File: src/rtl/tmet_pkg.sv
package tmet_pkg;

  localparam int READING_BITS = 10;
  localparam int CFG_INDEX_BITS = 2;
  localparam int EVENT_BITS = 2;

  localparam logic [CFG_INDEX_BITS-1:0] REG_TOUCH_LEVEL = 2'd0;
  localparam logic [CFG_INDEX_BITS-1:0] REG_TOUCH_MARGIN = 2'd1;

  localparam logic [READING_BITS-1:0] TOUCH_LEVEL_RESET = 10'd1023;
  localparam logic [READING_BITS-1:0] TOUCH_MARGIN_RESET = 10'd20;

  localparam logic [EVENT_BITS-1:0] EV_NONE = 2'd0;
  localparam logic [EVENT_BITS-1:0] EV_TOUCH = 2'd1;
  localparam logic [EVENT_BITS-1:0] EV_DRAG = 2'd2;

  typedef struct packed {
    logic [READING_BITS-1:0] contact_reading;
    logic [READING_BITS-1:0] x_reading;
    logic [READING_BITS-1:0] y_reading;
  } tmet_in_t;

  typedef struct packed {
    logic [EVENT_BITS-1:0]   event_kind;
    logic [READING_BITS-1:0] x_median;
    logic [READING_BITS-1:0] y_median;
  } tmet_out_t;

  typedef struct packed {
    logic                    shift;
    logic                    start;
    logic [READING_BITS-1:0] x_sample;
    logic [READING_BITS-1:0] y_sample;
  } tmet_med_ctl_t;

  typedef struct packed {
    logic                    done;
    logic [READING_BITS-1:0] x_median;
    logic [READING_BITS-1:0] y_median;
  } tmet_med_sts_t;

endpackage

File: src/rtl/touch_median_event_tracker.sv
// An in-window sample that completes no collection is absorbed while the block stays
// idle; an out-of-window sample passes through S_PUSH to the output register. A completing
// sample runs the rank search of the shared comparator pair, a load and a scan of every
// ring entry per candidate for at most SAMPLE_COUNT candidates, then S_PUSH to the output.
// The input stalls in S_MED and S_PUSH; S_PUSH waits while out_stall holds a full output.
// Reset: synchronous, active low; control and config registers return to defaults, no touch.
module touch_median_event_tracker
  import tmet_pkg::*;
#(
  parameter int SAMPLE_COUNT = 7
) (
  input  logic                      clk,
  input  logic                      rst_n,
  input  logic                      in_valid,
  output logic                      in_stall,
  input  tmet_in_t                  in_data,
  output logic                      out_valid,
  input  logic                      out_stall,
  output tmet_out_t                 out_data,
  input  logic                      cfg_valid,
  output logic                      cfg_ready,
  input  logic [CFG_INDEX_BITS-1:0] cfg_index,
  input  logic [READING_BITS-1:0]   cfg_data
);

  localparam int CW = $clog2(SAMPLE_COUNT + 1);

  typedef enum logic [1:0] {S_IDLE, S_MED, S_PUSH} state_t;

  state_t                  state_r;
  logic [READING_BITS-1:0] level_r, margin_r;
  logic [CW-1:0]           count_r;
  logic [EVENT_BITS-1:0]   touch_r;
  tmet_out_t               res_r, out_r;
  logic                    out_valid_r;

  tmet_med_ctl_t           med_ctl;
  tmet_med_sts_t           med_sts;

  logic                    in_acc, sample_ok, complete;
  logic [READING_BITS-1:0] distance;
  logic [CW-1:0]           count_inc;
  logic [EVENT_BITS-1:0]   touch_nxt;
  logic                    slot_free;

  assign in_stall  = (state_r != S_IDLE);
  assign in_acc    = in_valid && !in_stall;
  assign cfg_ready = 1'b1;

  // True distance, so a margin above the level opens the window down to zero.
  assign distance = (in_data.contact_reading >= level_r) ?
                    (in_data.contact_reading - level_r) :
                    (level_r - in_data.contact_reading);
  assign sample_ok = (distance <= margin_r);
  assign count_inc = count_r + CW'(1);
  assign complete  = (count_inc == CW'(SAMPLE_COUNT));
  assign touch_nxt = (touch_r == EV_NONE) ? EV_TOUCH : EV_DRAG;
  assign slot_free = !out_valid_r || !out_stall;

  assign med_ctl.shift    = in_acc && sample_ok;
  assign med_ctl.start    = in_acc && sample_ok && complete;
  assign med_ctl.x_sample = in_data.x_reading;
  assign med_ctl.y_sample = in_data.y_reading;

  tmet_median #(
    .SAMPLE_COUNT(SAMPLE_COUNT)
  ) u_median (
    .clk  (clk),
    .rst_n(rst_n),
    .ctl  (med_ctl),
    .sts  (med_sts)
  );

  always_ff @(posedge clk) begin
    if (!rst_n) begin
      level_r  <= TOUCH_LEVEL_RESET;
      margin_r <= TOUCH_MARGIN_RESET;
    end else if (cfg_valid && cfg_ready) begin
      case (cfg_index)
        REG_TOUCH_LEVEL:  level_r <= cfg_data;
        REG_TOUCH_MARGIN: margin_r <= cfg_data;
        default: ;
      endcase
    end
  end

  always_ff @(posedge clk) begin
    if (!rst_n) begin
      state_r     <= S_IDLE;
      count_r     <= '0;
      touch_r     <= EV_NONE;
      out_valid_r <= 1'b0;
    end else begin
      if (out_valid_r && !out_stall && (state_r != S_PUSH)) begin
        out_valid_r <= 1'b0;
      end
      case (state_r)
        S_IDLE: begin
          if (in_acc) begin
            if (!sample_ok) begin
              count_r <= '0;
              touch_r <= EV_NONE;
              res_r   <= '{event_kind: EV_NONE, x_median: '0, y_median: '0};
              state_r <= S_PUSH;
            end else if (complete) begin
              count_r <= '0;
              touch_r <= touch_nxt;
              res_r.event_kind <= touch_nxt;
              state_r <= S_MED;
            end else begin
              count_r <= count_inc;
            end
          end
        end
        S_MED: begin
          if (med_sts.done) begin
            res_r.x_median <= med_sts.x_median;
            res_r.y_median <= med_sts.y_median;
            state_r        <= S_PUSH;
          end
        end
        S_PUSH: begin
          if (slot_free) begin
            out_r       <= res_r;
            out_valid_r <= 1'b1;
            state_r     <= S_IDLE;
          end
        end
        default: begin
          state_r <= S_IDLE;
        end
      endcase
    end
  end

  assign out_valid = out_valid_r;
  assign out_data  = out_r;

endmodule

File: src/rtl/tmet_median.sv
module tmet_median
  import tmet_pkg::*;
#(
  parameter int SAMPLE_COUNT = 7
) (
  input  logic          clk,
  input  logic          rst_n,
  input  tmet_med_ctl_t ctl,
  output tmet_med_sts_t sts
);

  localparam int IW = $clog2(SAMPLE_COUNT);
  localparam int CW = $clog2(SAMPLE_COUNT + 1);
  localparam int MID = SAMPLE_COUNT / 2;

  typedef enum logic [1:0] {M_IDLE, M_LOAD, M_SCAN} med_state_t;

  med_state_t state_r;

  // Sample rings: new samples shift in at the tail, and during the search the
  // ring rotates so that every entry passes the head once per pass.
  logic [READING_BITS-1:0] ring_x_r [SAMPLE_COUNT];
  logic [READING_BITS-1:0] ring_y_r [SAMPLE_COUNT];

  logic [READING_BITS-1:0] cand_x_r, cand_y_r;
  logic [CW-1:0]           less_x_r, leq_x_r, less_y_r, leq_y_r;
  logic [IW-1:0]           pass_r, step_r;
  logic                    found_x_r, found_y_r;
  logic                    done_r;
  logic [READING_BITS-1:0] med_x_r, med_y_r;

  logic          rotate;
  logic [CW-1:0] less_x_nxt, leq_x_nxt, less_y_nxt, leq_y_nxt;
  logic          hit_x, hit_y, last_step;

  assign rotate = (state_r == M_LOAD) || (state_r == M_SCAN);

  // Shared comparator pair: head of each ring against the current candidate.
  assign less_x_nxt = less_x_r + CW'(ring_x_r[0] < cand_x_r);
  assign leq_x_nxt  = leq_x_r + CW'(ring_x_r[0] <= cand_x_r);
  assign less_y_nxt = less_y_r + CW'(ring_y_r[0] < cand_y_r);
  assign leq_y_nxt  = leq_y_r + CW'(ring_y_r[0] <= cand_y_r);

  assign last_step = (step_r == IW'(SAMPLE_COUNT - 1));
  // The candidate is the median when it can sit at the middle sorted position.
  assign hit_x = last_step && (less_x_nxt <= CW'(MID)) && (leq_x_nxt > CW'(MID));
  assign hit_y = last_step && (less_y_nxt <= CW'(MID)) && (leq_y_nxt > CW'(MID));

  always_ff @(posedge clk) begin
    if (ctl.shift) begin
      for (int k = 0; k < SAMPLE_COUNT - 1; k++) begin
        ring_x_r[k] <= ring_x_r[k+1];
        ring_y_r[k] <= ring_y_r[k+1];
      end
      ring_x_r[SAMPLE_COUNT-1] <= ctl.x_sample;
      ring_y_r[SAMPLE_COUNT-1] <= ctl.y_sample;
    end else if (rotate) begin
      for (int k = 0; k < SAMPLE_COUNT - 1; k++) begin
        ring_x_r[k] <= ring_x_r[k+1];
        ring_y_r[k] <= ring_y_r[k+1];
      end
      ring_x_r[SAMPLE_COUNT-1] <= ring_x_r[0];
      ring_y_r[SAMPLE_COUNT-1] <= ring_y_r[0];
    end
  end

  always_ff @(posedge clk) begin
    if (!rst_n) begin
      state_r   <= M_IDLE;
      done_r    <= 1'b0;
      found_x_r <= 1'b0;
      found_y_r <= 1'b0;
      pass_r    <= '0;
      step_r    <= '0;
    end else begin
      done_r <= 1'b0;
      case (state_r)
        M_IDLE: begin
          if (ctl.start) begin
            found_x_r <= 1'b0;
            found_y_r <= 1'b0;
            pass_r    <= '0;
            state_r   <= M_LOAD;
          end
        end
        M_LOAD: begin
          cand_x_r <= ring_x_r[0];
          cand_y_r <= ring_y_r[0];
          less_x_r <= '0;
          leq_x_r  <= '0;
          less_y_r <= '0;
          leq_y_r  <= '0;
          step_r   <= '0;
          state_r  <= M_SCAN;
        end
        M_SCAN: begin
          less_x_r <= less_x_nxt;
          leq_x_r  <= leq_x_nxt;
          less_y_r <= less_y_nxt;
          leq_y_r  <= leq_y_nxt;
          step_r   <= step_r + IW'(1);
          if (hit_x && !found_x_r) begin
            med_x_r   <= cand_x_r;
            found_x_r <= 1'b1;
          end
          if (hit_y && !found_y_r) begin
            med_y_r   <= cand_y_r;
            found_y_r <= 1'b1;
          end
          if (last_step) begin
            if (((found_x_r || hit_x) && (found_y_r || hit_y)) ||
                (pass_r == IW'(SAMPLE_COUNT - 1))) begin
              done_r  <= 1'b1;
              state_r <= M_IDLE;
            end else begin
              pass_r  <= pass_r + IW'(1);
              state_r <= M_LOAD;
            end
          end
        end
        default: begin
          state_r <= M_IDLE;
        end
      endcase
    end
  end

  assign sts.done     = done_r;
  assign sts.x_median = med_x_r;
  assign sts.y_median = med_y_r;

endmodule

File: config.mk
export PLATFORM = sky130hd
export DESIGN_NAME = touch_median_event_tracker
export DESIGN_NICKNAME = d
export VERILOG_FILES = /design/src/rtl/tmet_pkg.sv /design/src/rtl/touch_median_event_tracker.sv /design/src/rtl/tmet_median.sv
export SDC_FILE = /design/constraint.sdc
export NUM_CORES = 1
export LEC_CHECK = 0
export ABC_AREA = 1
export BUFFER_PORTS_ARGS = -buffer_cell sky130_fd_sc_hd__buf_2
export CAP_MARGIN = 10
export CELL_PAD_IN_SITES_DETAIL_PLACEMENT = 1
export CELL_PAD_IN_SITES_GLOBAL_PLACEMENT = 1
export CORE_ASPECT_RATIO = 1.1
export CORE_MARGIN = 5
export CORE_UTILIZATION = 35
export DETAILED_ROUTE_END_ITERATION = 7
export PLACE_DENSITY = 0.61
export SYNTH_ARGS = -nofsm -noshare
export SYNTH_HDL_FRONTEND = slang
export SYNTH_SLANG_ARGS = --single-unit
File: constraint.sdc
create_clock -name clk -period 6.3 [get_ports clk]
set_input_delay 0.315 -clock clk [delete_from_list [all_inputs] [get_ports clk]]
set_output_delay 0.315 -clock clk [all_outputs]
set_load 0.05 [all_outputs]
After elaboration in Yosys (flattened, before gate mapping)
Memory sizes are Yosys's and may differ from the RTL's.
Index checks and enable logic that the tools add are counted.

storage, ports and cells
  logic and storage cells = 185
  input bits = 47
  memories kept = 2
  bits in registers = 135
  output and inout port bits = 25
  RAM bits = 140

cells by class
  magnitude comparators = 10
  equal/unequal tests = 20
  bitwise logic cells = 14
  $add $sub $neg = 9
  reduce and logical (&&, ||, !) cells = 47
  multiplexer cells = 57

memory list
  name               depth  width  read ports  clocked after memory_dff  wr ports  line               source
  u_median.ring_x_r  7      10     7           0                         7         tmet_median.sv:22  logic [READING_BITS-1:0] ring_x_r [SAMPLE_COUNT];
  u_median.ring_y_r  7      10     7           0                         7         tmet_median.sv:23  logic [READING_BITS-1:0] ring_y_r [SAMPLE_COUNT];

operator list
  operator               number
  $mux W10               15
  $mux W20               3
  $pmux W20 S2           1
  $pmux W3 S2            6
  $le A10 B10 Y1         3
  $reduce_and A3 Y1      7
  $lt A10 B10 Y1         2
  $mux W2                10
  $sub A10 B10 Y10       2
  $ne A2 B2 Y1 const B   8
  $mux W3                5
  $or A1 B1 Y1           14
  $mux W1                13
  $add A3 B1 Y3          4
  $logic_and A1 B1 Y1    12
  $pmux W2 S3            2
  $reduce_and A2 Y1      6
  $reduce_and A4 Y1      3
  $ge A10 B10 Y1         1
  $add A3 B1 Y3 const B  3
  $eq A3 B3 Y1 const B   3
  $logic_not A2 Y1       4
  $reduce_bool A2 Y1     4
  $eq A2 B1 Y1 const B   3
  other kinds (9)        23

Depth between registers and ports, before layout
An unclocked memory read counts as a cell.

  depth after elaboration = 12
  depth in mapped cells = 26
  mapped depth without buffers = 25

By module
From an unflattened synthesis, not the netlist that was laid out.

unflattened totals
  cell total of the unflattened synthesis = 955
  area total of the unflattened synthesis = 11523.6 um^2

by module, submodules not included
  module                      cells each  instances  area each (um^2)
  tmet_median                 476         1          7480.9
  touch_median_event_tracker  479         1          4042.6

Least setup slack after synthesis
OpenSTA, ideal clock, no wires.

  path kind = reg2reg
  start = register level_r[0]
  end = memory u_median.ring_x_r[0][0], enable pin
  path buffers = 2
  path slack = 0.097 ns
  arrival time = 5.698 ns
  period minus slack after synthesis = 6.203 ns
  cell stages (with the launch flop) = 23
  data required time = 5.795 ns
  library setup time = 0.505 ns
  cell sequence = dfxtp_1 -> inv_1 -> ha_1 -> inv_1 -> fa_1 -> inv_1 -> o21ai_2 -> a21boi_1 -> o21ai_0 -> xor2_1 -> nand2_1 -> nand2_1 -> inv_1 -> ha_1 -> nand2_1 -> inv_1 -> a21oi_1 -> nand3_1 -> nand2_2 -> nand2_4 -> buf_6 -> buf_4 -> nand2_1

RTL lines
  what                    line                              source
  from (decl)             touch_median_event_tracker.sv:31  logic [READING_BITS-1:0] level_r, margin_r;
  from (signal assigned)  touch_median_event_tracker.sv:80  REG_TOUCH_LEVEL: level_r <= cfg_data;
  to (decl)               tmet_median.sv:22

==> flow_metrics.env <==
export IMPL_hold_depth=3
export IMPL_finClkSkew_ps=19.8
export IMPL_r2r_start="level_r[5]"
export IMPL_cts_tree="yes"
export IMPL_nFillCells=3390
export IMPL_hold_end="margin_r[4]"
export IMPL_tns_ps=0
export IMPL_arrival_ps=4670
export IMPL_worstPathRequired_ps=6490
export IMPL_synth_top_family_by_area="simple AND/OR/NAND/NOR gates"
export IMPL_pwr_share_comb_pct=10.8
export IMPL_yosysTopAreaCellShare_pct=62.5
export IMPL_rr_worst_depth=21
export IMPL_muxShareOfSynthArea_pct=0
export IMPL_rsz0062_at_grt="false"
export IMPL_antenna_left=0
export IMPL_cts_clk_slew_worst_paths_ps=60
export IMPL_tightest_slew_ps=1130
export IMPL_hold_path_startpoint="cfg_data[4]"
export IMPL_ys_types=43
export IMPL_finalSetupViolations=0
export IMPL_power_share_clock_pct=39.2
export IMPL_swShare_pct=24.4
export IMPL_overflow=0
export IMPL_synth_compound_area_share_pct=5.71
export IMPL_fin_hold_ws_ps=29.7
export IMPL_fmax_ghz=0.223
export IMPL_synthSimpleGateAreaFrac_pct=10.1
export IMPL_r2r_end="u_median.ring_x_r[6][6]"
export IMPL_start_util_pct=35.2
export IMPL_grt_antenna_before_repair=0
export IMPL_cts_sinks=275
export IMPL_status="finished, final reports clean"
export IMPL_grt_total_usage_pct=12.2
export IMPL_ys_seq_elements=275
export IMPL_clockRootBuffer="clkbuf_16"
export IMPL_die_h_um=199
export IMPL_ys_seq_area_share_pct=69.3
export IMPL_insertion_delay_ps=550
export IMPL_yosys_area_top_type="edfxtp_1"
export IMPL_die_area_um2=36100
export IMPL_drtPass1Iterations=4
export IMPL_remaining_drc_errors=0
export IMPL_htree_levels=1
export IMPL_maxCapViolCount=0
export IMPL_drv_slew=0
export IMPL_synth_edf_count=236
export IMPL_numCtsBuffers=30
export IMPL_fp_dieW_um=182
export IMPL_routed_wl_um=22200
export IMPL_coreArea_um2=32200
export IMPL_ys_dominant_reg_cell="edfxtp_1"
export IMPL_regToRegSetupSlack_ps=1820
export IMPL_finalHoldViolations=0
export IMPL_post_cts_repair_setup_buffers=0
export IMPL_grt_pass1_vias=6964
export IMPL_vias=6521
export IMPL_final_nets=1120
export IMPL_synth_fa_ha_area_share_pct=7.85
export IMPL_p_switching_uw=1120
export IMPL_fin_crit_sh_pct=71.1
export IMPL_crit_type="reg2reg"
export IMPL_avgSynthCellArea_um2=12.5
export IMPL_rows=69
export IMPL_p_per_area_nw_per_um2=347
export IMPL_ir_worst_vdd_v=0.000310
export IMPL_fin_area_um2=13300
export IMPL_p_leak_uw=0.00547
export IMPL_pwr_share_seq_pct=50.0
export IMPL_grt_max_degree=91
export IMPL_worst_setup_path_start_kind="flop"
export IMPL_synthCells=908
export IMPL_cellInternalPower_uw=3480
export IMPL_hp_class="in2reg"
export IMPL_synth_cell_area_um2=11300
export IMPL_vias_per_cell=4.49
export IMPL_drt_iter0_drc=330
export IMPL_synthArstFlopShare_pct=0
export IMPL_relSlewSlack_pct=24.6
export IMPL_synth_net_count=1025
export IMPL_place_congestion=0.814
export IMPL_grt_first_pass_wirelength_um=35800
export IMPL_yosys_warnings=0
export IMPL_num_antenna_cells=0
export IMPL_clock_path_buffers=3
export IMPL_path_max_fanout=90
export IMPL_io_buffer_count=70
export IMPL_areaGrowthSynthToFinish_pct=17.1
export IMPL_multiInputGateArea_um2=2840
export IMPL_end_kind="flop"
export IMPL_ys_top_cells_by_area="edfxtp_1, ha_1, dfxtp_1, nand2_1, inv_1"
export IMPL_placed_area_um2=12200
export IMPL_drive_above_1_share_pct=14.0
export IMPL_synth_xor_area_share_pct=1.16
export IMPL_seq_area_um2=7870
export IMPL_boundaryPins=72
export IMPL_p_total_uw=4610
export IMPL_fin_crit_ps=4480
export IMPL_post_dp_hpwl_um=15300
export IMPL_wl_per_cell_um=15.3
==> how the worst max path moves through the flow <==
stage                     start                       to  slack, ps  cells after the start
finish               level_r[5]  u_median.ring_x_r[6][6]       1820                     21
global route         level_r[6]  u_median.ring_y_r[6][0]       1320                     21
CTS                  level_r[6]  u_median.ring_y_r[5][0]       1730                     21
detailed placement  in_data[26]  u_median.ring_x_r[0][6]       1610                     23
global placement    in_data[26]  u_median.ring_x_r[1][6]       1720                     23
floorplan            level_r[0]  u_median.ring_x_r[0][0]        100                     22
==> placed cells by master, fill, tap and decap left out, drive strengths merged, types with 3 or more instances in the layout <==
cell / instances
edfxtp: 236
nand2: 190
inv: 145
buf: 75
ha: 68
nor2: 53
a21oi: 47
dfxtp: 39
clkbuf: 36
o21ai: 26
o211ai: 15
nand3: 15
clkinv: 13
xor2: 11
nand4: 7
dlygate4sd3: 7
or2: 6
a211oi: 5
bufinv: 5
a21boi: 4
xnor2: 4
nor3: 4
o31ai: 3
==> registers in the layout, indices dropped and copies added (netlist names), 10 cells and up <==
signal / count
u_median.cand_x_r: 10
u_median.med_y_r: 10
res_r: 22
u_median.ring_x_r: 70
u_median.ring_y_r: 70
margin_r: 10
out_data: 22
u_median.cand_y_r: 10
u_median.med_x_r: 10
level_r: 10
==> routing by layer <==
| metal | track usage (%) | share of wire (%) | vias to the layer above |
|---|---|---|---|
| met5 | 0 | 0 | - |
| met3 | 2.47 | 4.0 | 29 |
| met2 | 22.0 | 50 | 74 |
| met1 | 15.2 | 44 | 3159 |
| met4 | 2.78 | 1.7 | 0 |
| li1 | - | - | 3259 |
==> logic make-up (layout without fill, tap and decap cells) <==
logic type | Yosys count | in the layout
and+or+nand+nor | 277 | 277
DFF | 275 | 275
buffers and inverters | 163 | 281
AOI/OAI and AO/OA | 107 | 107
adders and majority gates | 70 | 70
xor gates and xnor gates | 15 | 15
other | 1 | 1
==> critical path, cell delays in order (launching register included) <==
cell and delay [ps]:
dfxtp_1 320, ha_1 430, nand2_1 130, nor2_1 120
nand4_1 110, o2111ai_2 490, inv_2 160, nand2_1 110
nand2_1 50, nand2_1 50, nand2_1 50, ha_1 290
nand2_1 70, nand2_1 50, nand2_1 50, nand2_1 40
nand2_1 50, nand3_1 70, nand2_2 160, nand2_4 210
nand2_4 570, buf_12 460
==> final cells by class <==
type,count,share of cell area [%]
flip-flops and latches,275,59.2
multi-input cells,470,21.4
clock buffers,36,5.98
inverters,144,4.09
well taps,426,4.01
repair buffers,82,3.57
clock inverters,19,1.72
==> power groups by stage <==
| stage | Sequential (uW) | Combinational, uW | Clock, uW |
|---|---|---|---|
| after global routing | 2320 | 566 | 1950 |
| final | 2300 | 495 | 1810 |
| after global placement | 2330 | 496 | 0 |
| after detailed placement | 2340 | 505 | 0 |
| after CTS | 2310 | 513 | 1870 |
| after floorplan | 2380 | 312 | 0 |
==> through the flow <==
stage                     utilization (%)  std cells  setup WS, ps
after floorplan                         -        908          97.2
after global placement               37.8       1389          1720
after detailed placement             37.9       1390          1610
after CTS                            41.3       1452          1730
after global routing                 41.3       1452          1320
final                                41.3       1452          1820
==> cells in the mapped netlist, drive strengths merged, types with 2 or more instances <==
| cell | number |
|---|---|
| a211oi | 5 |
| a21boi | 4 |
| a21o | 2 |
| a21oi | 47 |
| a31oi | 2 |
| buf | 10 |
| clkbuf | 9 |
| dfxtp | 39 |
| edfxtp | 236 |
| fa | 2 |
| ha | 68 |
| inv | 143 |
| nand2 | 190 |
| nand3 | 15 |
| nand4 | 7 |
| nor2 | 53 |
| nor3 | 4 |
| o211ai | 15 |
| o21ai | 26 |
| o21bai | 2 |
| o31ai | 3 |
| or2 | 6 |
| xnor2 | 4 |
| xor2 | 11 |
==> what timing repair did <==
item,in CTS,in global routing
hold endpoints to repair,7,0
setup endpoints to repair,0,0
resized for setup,0,0
hold buffers,7,0
Power figures use the tool's default switching activity.
